==> src/rtl/fums_pkg.sv <==
`timescale 1ns / 1ps

package fums_pkg;

    localparam int CFG_ADDR_W = 5;

    // register indexes, paddr[4:2]
    localparam logic [2:0] REG_DEV_ADDR        = 3'd0;
    localparam logic [2:0] REG_IMAGE_BYTES     = 3'd1;
    localparam logic [2:0] REG_TIMEOUT_STARTUP = 3'd2;
    localparam logic [2:0] REG_TIMEOUT_ENTER   = 3'd3;
    localparam logic [2:0] REG_TIMEOUT_DATA    = 3'd4;
    localparam logic [2:0] REG_TIMEOUT_TERM    = 3'd5;
    localparam logic [2:0] REG_TIMEOUT_REBOOT  = 3'd6;
    localparam logic [2:0] REG_RETRY_LIMIT     = 3'd7;

    localparam logic [1:0] OP_TICK  = 2'd0;
    localparam logic [1:0] OP_MSG   = 2'd1;
    localparam logic [1:0] OP_START = 2'd2;

    localparam logic [2:0] MSG_STARTUP    = 3'd0;
    localparam logic [2:0] MSG_ENTER_RESP = 3'd1;
    localparam logic [2:0] MSG_DATA_RESP  = 3'd2;
    localparam logic [2:0] MSG_TERM_RESP  = 3'd3;

    localparam logic [1:0] SEND_REBOOT = 2'd0;
    localparam logic [1:0] SEND_ENTER  = 2'd1;
    localparam logic [1:0] SEND_DATA   = 2'd2;
    localparam logic [1:0] SEND_TERM   = 2'd3;

    localparam logic [7:0]  MASTER_ADDR = 8'd0;
    localparam logic [16:0] TICK_MAX    = 17'h1FFFF;

    typedef enum logic [2:0] {
        PH_IDLE    = 3'd0,
        PH_STARTUP = 3'd1,
        PH_ENTER   = 3'd2,
        PH_DATA    = 3'd3,
        PH_TERM    = 3'd4,
        PH_REBOOT  = 3'd5
    } t_phase;

    typedef enum logic [2:0] {
        ST_IDLE  = 3'd0,
        ST_BUSY  = 3'd1,
        ST_OK    = 3'd2,
        ST_RETRY = 3'd3,
        ST_EMPTY = 3'd4
    } t_status;

    typedef struct packed {
        logic [7:0]  dev_addr;
        logic [17:0] image_bytes;
        logic [15:0] timeout_startup;
        logic [15:0] timeout_enter;
        logic [15:0] timeout_data;
        logic [15:0] timeout_term;
        logic [15:0] timeout_reboot;
        logic [7:0]  retry_limit;
    } t_cfg;

    localparam t_cfg CFG_RESET = '{
        dev_addr:        8'd0,
        image_bytes:     18'd0,
        timeout_startup: 16'd2000,
        timeout_enter:   16'd10000,
        timeout_data:    16'd1000,
        timeout_term:    16'd1000,
        timeout_reboot:  16'd2000,
        retry_limit:     8'd10
    };

    typedef struct packed {
        logic [1:0]  opcode;
        logic [2:0]  msg_kind;
        logic [7:0]  sender_addr;
        logic [7:0]  receiver_addr;
        logic [15:0] echoed_word_addr;
    } t_item;

    typedef struct packed {
        logic        send_valid;
        logic [1:0]  send_kind;
        logic [15:0] send_word_addr;
        logic [5:0]  send_bytes;
        logic [2:0]  status;
    } t_result;

endpackage

==> src/rtl/fums_cfg.sv <==
`timescale 1ns / 1ps

module fums_cfg import fums_pkg::*; (
    input  logic                  i_clk,
    input  logic                  i_rst_n,
    input  logic                  psel,
    input  logic                  penable,
    input  logic                  pwrite,
    input  logic [CFG_ADDR_W-1:0] paddr,
    input  logic [31:0]           pwdata,
    output logic [31:0]           prdata,
    output logic                  pready,
    output t_cfg                  o_cfg
);

    t_cfg r_cfg;

    assign pready = 1'b1;
    assign o_cfg  = r_cfg;

    always_ff @(posedge i_clk) begin
        if (!i_rst_n) begin
            r_cfg <= CFG_RESET;
        end else if (psel && penable && pwrite) begin
            case (paddr[4:2])
                REG_DEV_ADDR:        r_cfg.dev_addr        <= pwdata[7:0];
                REG_IMAGE_BYTES:     r_cfg.image_bytes     <= pwdata[17:0];
                REG_TIMEOUT_STARTUP: r_cfg.timeout_startup <= pwdata[15:0];
                REG_TIMEOUT_ENTER:   r_cfg.timeout_enter   <= pwdata[15:0];
                REG_TIMEOUT_DATA:    r_cfg.timeout_data    <= pwdata[15:0];
                REG_TIMEOUT_TERM:    r_cfg.timeout_term    <= pwdata[15:0];
                REG_TIMEOUT_REBOOT:  r_cfg.timeout_reboot  <= pwdata[15:0];
                REG_RETRY_LIMIT:     r_cfg.retry_limit     <= pwdata[7:0];
                default: ;
            endcase
        end
    end

    always_comb begin
        case (paddr[4:2])
            REG_DEV_ADDR:        prdata = 32'(r_cfg.dev_addr);
            REG_IMAGE_BYTES:     prdata = 32'(r_cfg.image_bytes);
            REG_TIMEOUT_STARTUP: prdata = 32'(r_cfg.timeout_startup);
            REG_TIMEOUT_ENTER:   prdata = 32'(r_cfg.timeout_enter);
            REG_TIMEOUT_DATA:    prdata = 32'(r_cfg.timeout_data);
            REG_TIMEOUT_TERM:    prdata = 32'(r_cfg.timeout_term);
            REG_TIMEOUT_REBOOT:  prdata = 32'(r_cfg.timeout_reboot);
            REG_RETRY_LIMIT:     prdata = 32'(r_cfg.retry_limit);
            default:             prdata = 32'd0;
        endcase
    end

endmodule

==> src/rtl/fums_core.sv <==
`timescale 1ns / 1ps

module fums_core import fums_pkg::*; #(
    parameter int PACKET_BYTES = 32
) (
    input  logic    i_clk,
    input  logic    i_rst_n,
    input  t_cfg    i_cfg,
    input  logic    i_go,
    input  t_item   i_item,
    output t_result o_res
);

    localparam int          BW   = $clog2(PACKET_BYTES + 1);
    localparam logic [16:0] STEP = 17'(PACKET_BYTES / 2);
    localparam logic [17:0] PKT  = 18'(PACKET_BYTES);

    t_phase      r_phase, n_phase;
    t_status     r_final, n_final;
    logic [16:0] r_elapsed, n_elapsed;
    logic [7:0]  r_retry, n_retry;
    logic [15:0] r_next_addr, n_next_addr;
    logic [15:0] r_last_addr, n_last_addr;
    logic        r_past_end, n_past_end;

    logic [BW-1:0] w_adv_bytes;
    logic [BW-1:0] w_resend_bytes;
    logic [16:0]   w_sum;
    logic [16:0]   w_tick_el;
    logic [15:0]   w_limit;
    logic          w_from_target;
    logic          w_to_me;

    // image bytes left at a word address, capped at one packet
    function automatic logic [BW-1:0] bytes_at(input logic [15:0] word,
                                               input logic [17:0] image);
        logic [17:0] off;
        logic [17:0] rem;
        off = {1'b0, word, 1'b0};
        rem = image - off;
        if (off >= image) begin
            bytes_at = '0;
        end else if (rem < PKT) begin
            bytes_at = BW'(rem);
        end else begin
            bytes_at = BW'(PKT);
        end
    endfunction

    assign w_adv_bytes    = r_past_end ? '0 : bytes_at(r_next_addr, i_cfg.image_bytes);
    assign w_resend_bytes = bytes_at(r_last_addr, i_cfg.image_bytes);
    assign w_sum          = {1'b0, r_next_addr} + STEP;
    assign w_tick_el      = (r_elapsed != TICK_MAX) ? r_elapsed + 17'd1 : r_elapsed;
    assign w_from_target  = (i_item.sender_addr == i_cfg.dev_addr);
    assign w_to_me        = (i_item.receiver_addr == MASTER_ADDR);

    always_comb begin
        case (r_phase)
            PH_STARTUP: w_limit = i_cfg.timeout_startup;
            PH_ENTER:   w_limit = i_cfg.timeout_enter;
            PH_DATA:    w_limit = i_cfg.timeout_data;
            PH_TERM:    w_limit = i_cfg.timeout_term;
            default:    w_limit = i_cfg.timeout_reboot;
        endcase
    end

    always_ff @(posedge i_clk) begin
        if (!i_rst_n) begin
            r_phase     <= PH_IDLE;
            r_final     <= ST_IDLE;
            r_elapsed   <= '0;
            r_retry     <= '0;
            r_next_addr <= '0;
            r_last_addr <= '0;
            r_past_end  <= 1'b0;
        end else if (i_go) begin
            r_phase     <= n_phase;
            r_final     <= n_final;
            r_elapsed   <= n_elapsed;
            r_retry     <= n_retry;
            r_next_addr <= n_next_addr;
            r_last_addr <= n_last_addr;
            r_past_end  <= n_past_end;
        end
    end

    always_comb begin
        n_phase     = r_phase;
        n_final     = r_final;
        n_elapsed   = r_elapsed;
        n_retry     = r_retry;
        n_next_addr = r_next_addr;
        n_last_addr = r_last_addr;
        n_past_end  = r_past_end;
        o_res       = '0;

        case (i_item.opcode)
            OP_TICK: begin
                if (r_phase != PH_IDLE) begin
                    n_elapsed = w_tick_el;
                    if (r_retry > i_cfg.retry_limit) begin
                        n_phase = PH_IDLE;
                        n_final = ST_RETRY;
                    end else if (w_tick_el > {1'b0, w_limit}) begin
                        n_elapsed = '0;
                        if (r_retry != 8'hFF) n_retry = r_retry + 8'd1;
                        o_res.send_valid = 1'b1;
                        case (r_phase)
                            PH_ENTER: o_res.send_kind = SEND_ENTER;
                            PH_TERM:  o_res.send_kind = SEND_TERM;
                            PH_DATA: begin
                                if (w_resend_bytes != '0) begin
                                    o_res.send_kind      = SEND_DATA;
                                    o_res.send_word_addr = r_last_addr;
                                    o_res.send_bytes     = 6'(w_resend_bytes);
                                end else begin
                                    o_res.send_valid = 1'b0;
                                end
                            end
                            default:  o_res.send_kind = SEND_REBOOT;
                        endcase
                    end
                end
            end
            OP_MSG: begin
                if (r_phase != PH_IDLE) begin
                    n_elapsed = '0;
                    case (r_phase)
                        PH_STARTUP: begin
                            if (i_item.msg_kind == MSG_STARTUP && w_from_target) begin
                                o_res.send_valid = 1'b1;
                                o_res.send_kind  = SEND_ENTER;
                                n_phase = PH_ENTER;
                                n_retry = '0;
                            end
                        end
                        PH_ENTER: begin
                            if (i_item.msg_kind == MSG_ENTER_RESP && w_to_me) begin
                                n_last_addr = r_next_addr;
                                n_next_addr = w_sum[15:0];
                                if (w_sum[16]) n_past_end = 1'b1;
                                if (w_adv_bytes == '0) begin
                                    n_phase = PH_IDLE;
                                    n_final = ST_EMPTY;
                                end else begin
                                    o_res.send_valid     = 1'b1;
                                    o_res.send_kind      = SEND_DATA;
                                    o_res.send_word_addr = r_next_addr;
                                    o_res.send_bytes     = 6'(w_adv_bytes);
                                    n_phase = PH_DATA;
                                    n_retry = '0;
                                end
                            end
                        end
                        PH_DATA: begin
                            if (i_item.msg_kind == MSG_DATA_RESP && w_to_me) begin
                                n_retry = '0;
                                if (i_item.echoed_word_addr == r_last_addr) begin
                                    n_last_addr = r_next_addr;
                                    n_next_addr = w_sum[15:0];
                                    if (w_sum[16]) n_past_end = 1'b1;
                                    o_res.send_valid = 1'b1;
                                    if (w_adv_bytes == '0) begin
                                        o_res.send_kind = SEND_TERM;
                                        n_phase = PH_TERM;
                                    end else begin
                                        o_res.send_kind      = SEND_DATA;
                                        o_res.send_word_addr = r_next_addr;
                                        o_res.send_bytes     = 6'(w_adv_bytes);
                                    end
                                end else if (w_resend_bytes != '0) begin
                                    o_res.send_valid     = 1'b1;
                                    o_res.send_kind      = SEND_DATA;
                                    o_res.send_word_addr = r_last_addr;
                                    o_res.send_bytes     = 6'(w_resend_bytes);
                                end
                            end
                        end
                        PH_TERM: begin
                            if (i_item.msg_kind == MSG_TERM_RESP && w_to_me) begin
                                o_res.send_valid = 1'b1;
                                o_res.send_kind  = SEND_REBOOT;
                                n_phase = PH_REBOOT;
                                n_retry = '0;
                            end
                        end
                        PH_REBOOT: begin
                            if (i_item.msg_kind == MSG_STARTUP && w_from_target) begin
                                n_phase = PH_IDLE;
                                n_final = ST_OK;
                            end
                        end
                        default: ;
                    endcase
                end
            end
            OP_START: begin
                if (r_phase == PH_IDLE) begin
                    n_phase     = PH_STARTUP;
                    n_elapsed   = '0;
                    n_retry     = '0;
                    n_next_addr = '0;
                    n_last_addr = '0;
                    n_past_end  = 1'b0;
                    o_res.send_valid = 1'b1;
                    o_res.send_kind  = SEND_REBOOT;
                end
            end
            default: ;
        endcase

        o_res.status = (n_phase != PH_IDLE) ? ST_BUSY : n_final;
    end

endmodule

==> src/rtl/firmware_update_master_sequencer.sv <==
`timescale 1ns / 1ps

// Master-side firmware update sequencer. Each input word is a millisecond
// tick, a received bus message or a start command, and each one yields
// exactly one result word: an optional request to send (reboot, enter,
// data packet with word address and byte count, terminate) plus the run
// status. Words go through an input register, the next-state logic and a
// result register, so one word is taken every cycle unless the input side
// is stalled; a held result stalls the input side only once both registers
// are full. Configuration sits on an APB-style port at byte address
// 4*index and should only be written while no words are in flight.
module firmware_update_master_sequencer import fums_pkg::*; #(
    parameter int PACKET_BYTES = 32
) (
    input  logic                  i_clk,
    input  logic                  i_rst_n,
    input  logic                  i_valid,
    output logic                  o_stall,
    input  logic [1:0]            i_opcode,
    input  logic [2:0]            i_msg_kind,
    input  logic [7:0]            i_sender_addr,
    input  logic [7:0]            i_receiver_addr,
    input  logic [15:0]           i_echoed_word_addr,
    output logic                  o_valid,
    input  logic                  i_stall,
    output logic                  o_send_valid,
    output logic [1:0]            o_send_kind,
    output logic [15:0]           o_send_word_addr,
    output logic [5:0]            o_send_bytes,
    output logic [2:0]            o_status,
    input  logic                  psel,
    input  logic                  penable,
    input  logic                  pwrite,
    input  logic [CFG_ADDR_W-1:0] paddr,
    input  logic [31:0]           pwdata,
    output logic [31:0]           prdata,
    output logic                  pready
);

    t_cfg    w_cfg;
    t_result w_res;
    logic    w_advance;

    logic    r_in_valid;
    t_item   r_in;
    logic    r_out_valid;
    t_result r_out;

    fums_cfg u_cfg (
        .i_clk   (i_clk),
        .i_rst_n (i_rst_n),
        .psel    (psel),
        .penable (penable),
        .pwrite  (pwrite),
        .paddr   (paddr),
        .pwdata  (pwdata),
        .prdata  (prdata),
        .pready  (pready),
        .o_cfg   (w_cfg)
    );

    // the input word moves into the result register when that slot is free or is being read out
    assign w_advance = r_in_valid && (!r_out_valid || !i_stall);
    assign o_stall   = r_in_valid && !w_advance;

    fums_core #(
        .PACKET_BYTES (PACKET_BYTES)
    ) u_core (
        .i_clk   (i_clk),
        .i_rst_n (i_rst_n),
        .i_cfg   (w_cfg),
        .i_go    (w_advance),
        .i_item  (r_in),
        .o_res   (w_res)
    );

    always_ff @(posedge i_clk) begin
        if (!i_rst_n) begin
            r_in_valid <= 1'b0;
        end else if (!o_stall) begin
            r_in_valid <= i_valid;
        end
    end

    always_ff @(posedge i_clk) begin
        if (!o_stall && i_valid) begin
            r_in.opcode           <= i_opcode;
            r_in.msg_kind         <= i_msg_kind;
            r_in.sender_addr      <= i_sender_addr;
            r_in.receiver_addr    <= i_receiver_addr;
            r_in.echoed_word_addr <= i_echoed_word_addr;
        end
    end

    always_ff @(posedge i_clk) begin
        if (!i_rst_n) begin
            r_out_valid <= 1'b0;
        end else if (w_advance) begin
            r_out_valid <= 1'b1;
        end else if (!i_stall) begin
            r_out_valid <= 1'b0;
        end
    end

    always_ff @(posedge i_clk) begin
        if (w_advance) begin
            r_out <= w_res;
        end
    end

    assign o_valid          = r_out_valid;
    assign o_send_valid     = r_out.send_valid;
    assign o_send_kind      = r_out.send_kind;
    assign o_send_word_addr = r_out.send_word_addr;
    assign o_send_bytes     = r_out.send_bytes;
    assign o_status         = r_out.status;

endmodule
==> config.mk <==
export PLATFORM = sky130hd
export DESIGN_NAME = firmware_update_master_sequencer
export DESIGN_NICKNAME = d
export VERILOG_FILES = /design/src/rtl/fums_pkg.sv /design/src/rtl/fums_cfg.sv /design/src/rtl/fums_core.sv /design/src/rtl/firmware_update_master_sequencer.sv
export SDC_FILE = /design/constraint.sdc
export NUM_CORES = 1
export LEC_CHECK = 0
export ABC_AREA = 1
export BUFFER_PORTS_ARGS = -buffer_cell sky130_fd_sc_hd__clkbuf_2
export CORE_MARGIN = 2
export CORE_UTILIZATION = 54
export DETAILED_ROUTE_END_ITERATION = 8
export PLACE_DENSITY = 0.84
export SETUP_SLACK_MARGIN = 0.2
export SLEW_MARGIN = 20
export SYNTH_ARGS = -nofsm -noshare
export SYNTH_HDL_FRONTEND = slang
export SYNTH_SLANG_ARGS = --single-unit
export TNS_END_PERCENT = 5
==> constraint.sdc <==
create_clock -name i_clk -period 3.5 [get_ports i_clk]
set_input_delay 0.525 -clock i_clk [delete_from_list [all_inputs] [get_ports i_clk]]
set_output_delay 0.525 -clock i_clk [all_outputs]
set_load 0.05 [all_outputs]
# ---- Yosys cells after proc, flatten, opt, wreduce, memory -nomap -nowiden
# Index checks and enable logic that the tools add are counted.
dict set report totals {
  reg_bits 245
}
dict set report op_classes {
  addsub 5
  n_lt_le_gt_ge 6
  n_eq_ne 36
  n_mux 95
  n_reduce_logical 36
}
# cell n
set op_table {}
lappend op_table {{32-bit case mux with 8 select lines} 1}
lappend op_table {{25-bit two-way mux} 9}
lappend op_table {{16-bit two-way mux} 9}
lappend op_table {{16-bit case mux with 2 select lines} 4}
lappend op_table {{17-bit two-way mux} 6}
lappend op_table {{8-bit two-way mux} 11}
lappend op_table {{22-bit case mux with 2 select lines} 2}
lappend op_table {{16-bit case mux with 4 select lines} 1}
lappend op_table {{3-bit two-way mux} 20}
lappend op_table {{17-bit case mux with 3 select lines} 1}
lappend op_table {{22-bit two-way mux} 2}
lappend op_table {{17-bit by 18-bit greater-or-equal comparator with 1-bit output} 2}
lappend op_table {{18-bit by 6-bit less-than comparator with 1-bit output (second input constant)} 2}
lappend op_table {{18-bit by 17-bit subtractor with 18-bit output} 2}
lappend op_table {{8-bit case mux with 4 select lines} 1}
lappend op_table {{6-bit two-way mux} 5}
lappend op_table {{24-bit two-way mux} 1}
lappend op_table {{8-bit case mux with 3 select lines} 1}
lappend op_table {{3-bit by 2-bit == test with 1-bit output (second input constant)} 6}
lappend op_table {{3-bit == test (second input constant)} 6}
lappend op_table {{3-bit case mux with 3 select lines} 2}
lappend op_table {{16-bit by 5-bit adder with 17-bit output (second input constant)} 1}
lappend op_table {{17-bit by 1-bit adder with 17-bit output (second input constant)} 1}
lappend op_table {{17-bit by 16-bit greater-than comparator with 1-bit output} 1}
lappend op_table {{other kinds (35)} 81}

# ---- Depth between registers and ports, before layout
dict set report logic_depth {
  depth_word 13
  mapped_depth 29
  mapped_depth_nobuf 28
}

# ---- Modules after synthesis
# Synthesis repeated with hierarchy kept, for this count alone.
dict set report hier_totals {
  cells_unflattened 2053
  area_unflattened_um2 14612.8
}
# module n_inst cells_per_inst area_per_inst_um2 seq_area_each_um2
set modules_own_cells {}
lappend modules_own_cells {fums_core 1 1195 7143.1 1141.1}
lappend modules_own_cells {fums_cfg 1 780 5422.7 2282.2}
lappend modules_own_cells {firmware_update_master_sequencer 1 78 2047.0 1991.9}

# ---- Worst setup path before layout
# OpenSTA, ideal clock, no wires.
dict set report synth_timing {
  path_type {register to register}
  start {register u_core.r_phase[1]}
  end {register r_out (netlist bit o_send_bytes[5]), data pin}
  setup_time_ns 0.169
  t_arrival_ns 3.513
  t_required_ns 3.331
  path_slack_ns -0.182
  stages_incl_launch_ff 29
  n_path_buf 3
  period_less_slack_ns 3.682
  cell_sequence {dfxtp_1 -> nor2_1 -> nand2_4 -> inv_1 -> nor3_1 -> inv_1 -> clkbuf_1 -> clkbuf_1 -> nand3_1 -> o21ai_0 -> ha_1 -> nand2_1 -> nor2_1 -> nand3b_1 -> nand4_1 -> nand2_1 -> nand2_1 -> nand2_1 -> nand2_1 -> nand2_1 -> a21oi_1 -> and2_1 -> nand2_1 -> o31ai_1 -> inv_1 -> nor2_4 -> buf_4 -> nand3_1 -> o31ai_1}
}
# element line
set synth_rtl {}
lappend synth_rtl {{from (decl)} fums_core.sv:18} ;# t_phase r_phase, n_phase;
lappend synth_rtl {{from (signal assigned)} fums_core.sv:77} ;# r_phase <= n_phase;
lappend synth_rtl {{to (signal assigned)} firmware_update_master_sequencer.sv:107} ;# r_out <= w_res;
lappend synth_rtl {{to (decl)} firmware_update_master_sequencer.sv:47} ;# t_result r_out;

==> flow_summary.yaml <==
cts:
  clockBufferDepth: 3
  cts_inserted_buffers: 26
  insertion_delay_ns: 0.54
  htree_levels: 1
  cts_sinks: 235
  clk_pin_slew_worst_paths_ns: 0.06
  cts_tree: "done"
  cts-root-buf: "clkbuf_16"
critical_path:
  r2r-start: "u_core.r_elapsed[6]"
  slowest_delay_ns: 0.33
  cp-end-kind: "register"
  reg2reg_slack_ns: -0.22
  path_class: "reg2reg"
  crit_path_max_fanout: 17
  critPathArrivalTime_ns: 4.08
  crit_top_cell: "nand2_1"
  reg2reg_depth: 29
  cp.required_ns: 3.86
  worstReg2RegEnd: "o_send_bytes[3]"
  crit_path_start_kind: "register"
  cp_slowest_cell: "dfxtp_2"
finish:
  finalNonFillerCells: 2458
  fin_nets: 2251
  fillers: 2120
  fin_util: 0.656
  n_antenna_cell: 0
  drive_gt1_frac: 0.160
  area_growth_syn_to_layout_pct: 19.6
synthesis:
  synth.distinct_cells: 58
  yosys_warnings: 0
  yosys-top-cells-count: "nand2_1, inv_1, nor2_1"
  synth_area_um2: 13800
  synth-main-ff-cell: "dfxtp_1"
  yosysTopAreaCell: "dfxtp_1"
  synth_edf_count: 62
  synthArstFlopShare: 0
  synth.most_common_cell: "nand2_1"
  ys_ff_latch: 235
  synthDominantCellAreaShare: 0.251
  netlist_top_cells_area: "dfxtp_1, edfxtp_1, nand2_1, inv_1, nor2_1"
  syn-instance-count: 1920
  seq_area_frac_synth: 0.386
  syn_avg_cell_area_um2: 7.18
routing:
  ant_nets: 0
  drt_pre_antenna_iters: 6
  vias_per_cell: 5.87
  wl_mm: 44.1
  drc: 0
  highest_layer: "met4"
  vias: 14400
  dr_wl_met3_mm: 4.01
  drt_iter0_drc: 1856
  route.met2.wl_mm: 20.2
  wl_met1_mm: 17.6
  wl_per_cell_um: 18.0
sta:
  final_critical_path_setup_slack_ns: -0.219
  min_period_over_period: 1.06
  worst_pin_slew_ns: 0.957
  hold_viol: 0
  final_max_slew_viol_count: 0
  fmax_ghz: 0.269
  slew_headroom: 0.356
  rsz0062_at_grt: "yes"
  setup_viol: 27
  skew_ns: 0.00850
  final.min_clock_period_ns: 3.72
die:
  rows: 58
  chipHeight_um: 164
  die_w_um: 164
  fp.coreArea_um2: 25100
  initial_core_util: 0.549
  pin_count: 144
  dieArea_um2: 26800
power:
  finalPower_mw: 7.06
  leakage_nw: 7.54
  power_density_nw_per_um2: 428
  ir_worst_vdd_mv: 0.408
grt:
  gr-usage-all-layers: 0.322
  antenna_found_initial: 0
  grt_pass1_vias: 13400
  grt_max_degree: 102
  grt_pass1_wl_mm: 68.5
  overflow: 0
place:
  io_buffer_count: 112
  placedCellCount: 2405
  place_congestion: 0.978
  dp_hpwl_mm: 32.9
hold_path:
  hold_class: "in2reg"
  hold_start: "i_echoed_word_addr[7]"
  whs_path_depth: 1
  min_to: "r_in[7]"
outcome:
  violations: "setup timing"
  status: "finished with violations"
flow_run:
  cap_violations: 0
[stage by stage]
stage | cell area (um2) | worst slack, ns | TNS [ns] | hold slack [ns]
2_1_floorplan | 13900 | -0.0315 | -0.310 | 0.438
3_3_place_gp | 15400 | -0.210 | -3.36 | 0.456
3_5_place_dp | 15400 | -0.347 | -9.06 | 0.470
4_1_cts | 16400 | -0.116 | -1.39 | 0.144
5_1_grt | 16500 | -0.566 | -17.64 | 0.141
6_report | 16500 | -0.219 | -3.64 | 0.159
[area by class of cell]
type                       instances  area, um2  share of cell area
multi-input combinational       1369       7360               0.447
sequential                       235       5330               0.323
timing repair buffer             219       1480              0.0901
inverter                         257        980              0.0595
clock buffer                      35        786              0.0477
tap                              330        413              0.0251
clock inverter                    13        124             0.00752
[cell families (layout without fill, tap and decap cells)]
logic type	count (synthesis)	in the layout	share of synthesized area
buffers and inverters	331	524	0.0962
flip-flops	235	235	0.386
AO/OA/AOI/OAI	421	421	0.176
other	2	17	0.000545
AND/OR/NAND/NOR	832	832	0.261
adder cells (fa/ha/maj)	62	62	0.0568
XOR/XNOR	36	36	0.0229
multiplexers	1	1	0.000726
[metal layers]
| metal | vias up | global-route usage |
|---|---|---|
| met2 | 813 | 0.523 |
| met4 | 0 | 0.158 |
| met3 | 177 | 0.0505 |
| met1 | 6622 | 0.417 |
| li1 | 6823 | - |
| met5 | - | 0 |
[registers in the layout, indices dropped and copies added, names as in the netlist]
signal / cells
o_status: 3
u_core.r_last_addr: 13
u_core.r_past_end: 1
o_send_kind: 2
u_cfg.o_cfg: 114
r_in_valid: 1
o_valid: 1
u_core.r_next_addr: 12
u_core.r_final: 3
r_in: 37
o_send_bytes: 6
o_send_word_addr: 13
u_core.r_retry: 8
o_send_valid: 1
u_core.r_phase: 3
u_core.r_elapsed: 17
[power breakdown]
group | internal, mW | total, mW | leakage [nW] | switching [mW]
clock network | 1.72 | 2.86 | 0.454 | 1.14
logic | 0.407 | 1.29 | 5.08 | 0.878
registers | 2.87 | 2.91 | 2.00 | 0.0469
total | 4.99 | 7.06 | 7.54 | 2.07
[what timing repair did]
action	CTS	global route
setup endpoints to repair	50	55
hold buffers	0	0
gates resized for setup	30	3
gates cloned	0	0
setup buffers	4	1
pin swaps	12	1
[critical path, delay by kind of cell (launching register included)]
family | cells | cell delay [ns]
compound gates | 3 | 0.32
xor+xnor | 1 | 0.18
fa+ha+maj | 1 | 0.31
buf+inv | 5 | 0.53
flops | 1 | 0.33
simple gates | 19 | 1.87
[worst max path at each step]
stage | start | endpoint | depth (start not counted)
floorplan | u_core.r_elapsed[0] | o_send_word_addr[10] | 26
global placement | u_core.r_elapsed[6] | o_send_word_addr[14] | 28
detailed placement | u_core.r_elapsed[6] | o_send_bytes[3] | 28
CTS | u_core.r_elapsed[0] | o_send_word_addr[6] | 26
global route | u_core.r_elapsed[6] | o_send_word_addr[6] | 29
finish | u_core.r_elapsed[6] | o_send_bytes[3] | 29
[cell usage in the layout (no fill, tap or decap), drive strengths merged, types with 4 or more instances in the layout]
cell     instances
a2111o           4
a211oi          15
a21oi          145
a221oi          17
a22oi           11
buf            112
clkbuf         142
clkinv          16
conb            17
dfxtp          173
edfxtp          62
ha              61
inv            250
nand2          377
nand3          111
nand3b           6
nand4           45
nor2           237
nor3            33
nor3b            5
nor4             6
o2111ai          8
o211ai          11
o21ai          164
o21bai           5
o22ai           24
o31ai            4
or2              7
xnor2           17
xor2            19
No activity file was read; power rests on OpenSTA's default activity.
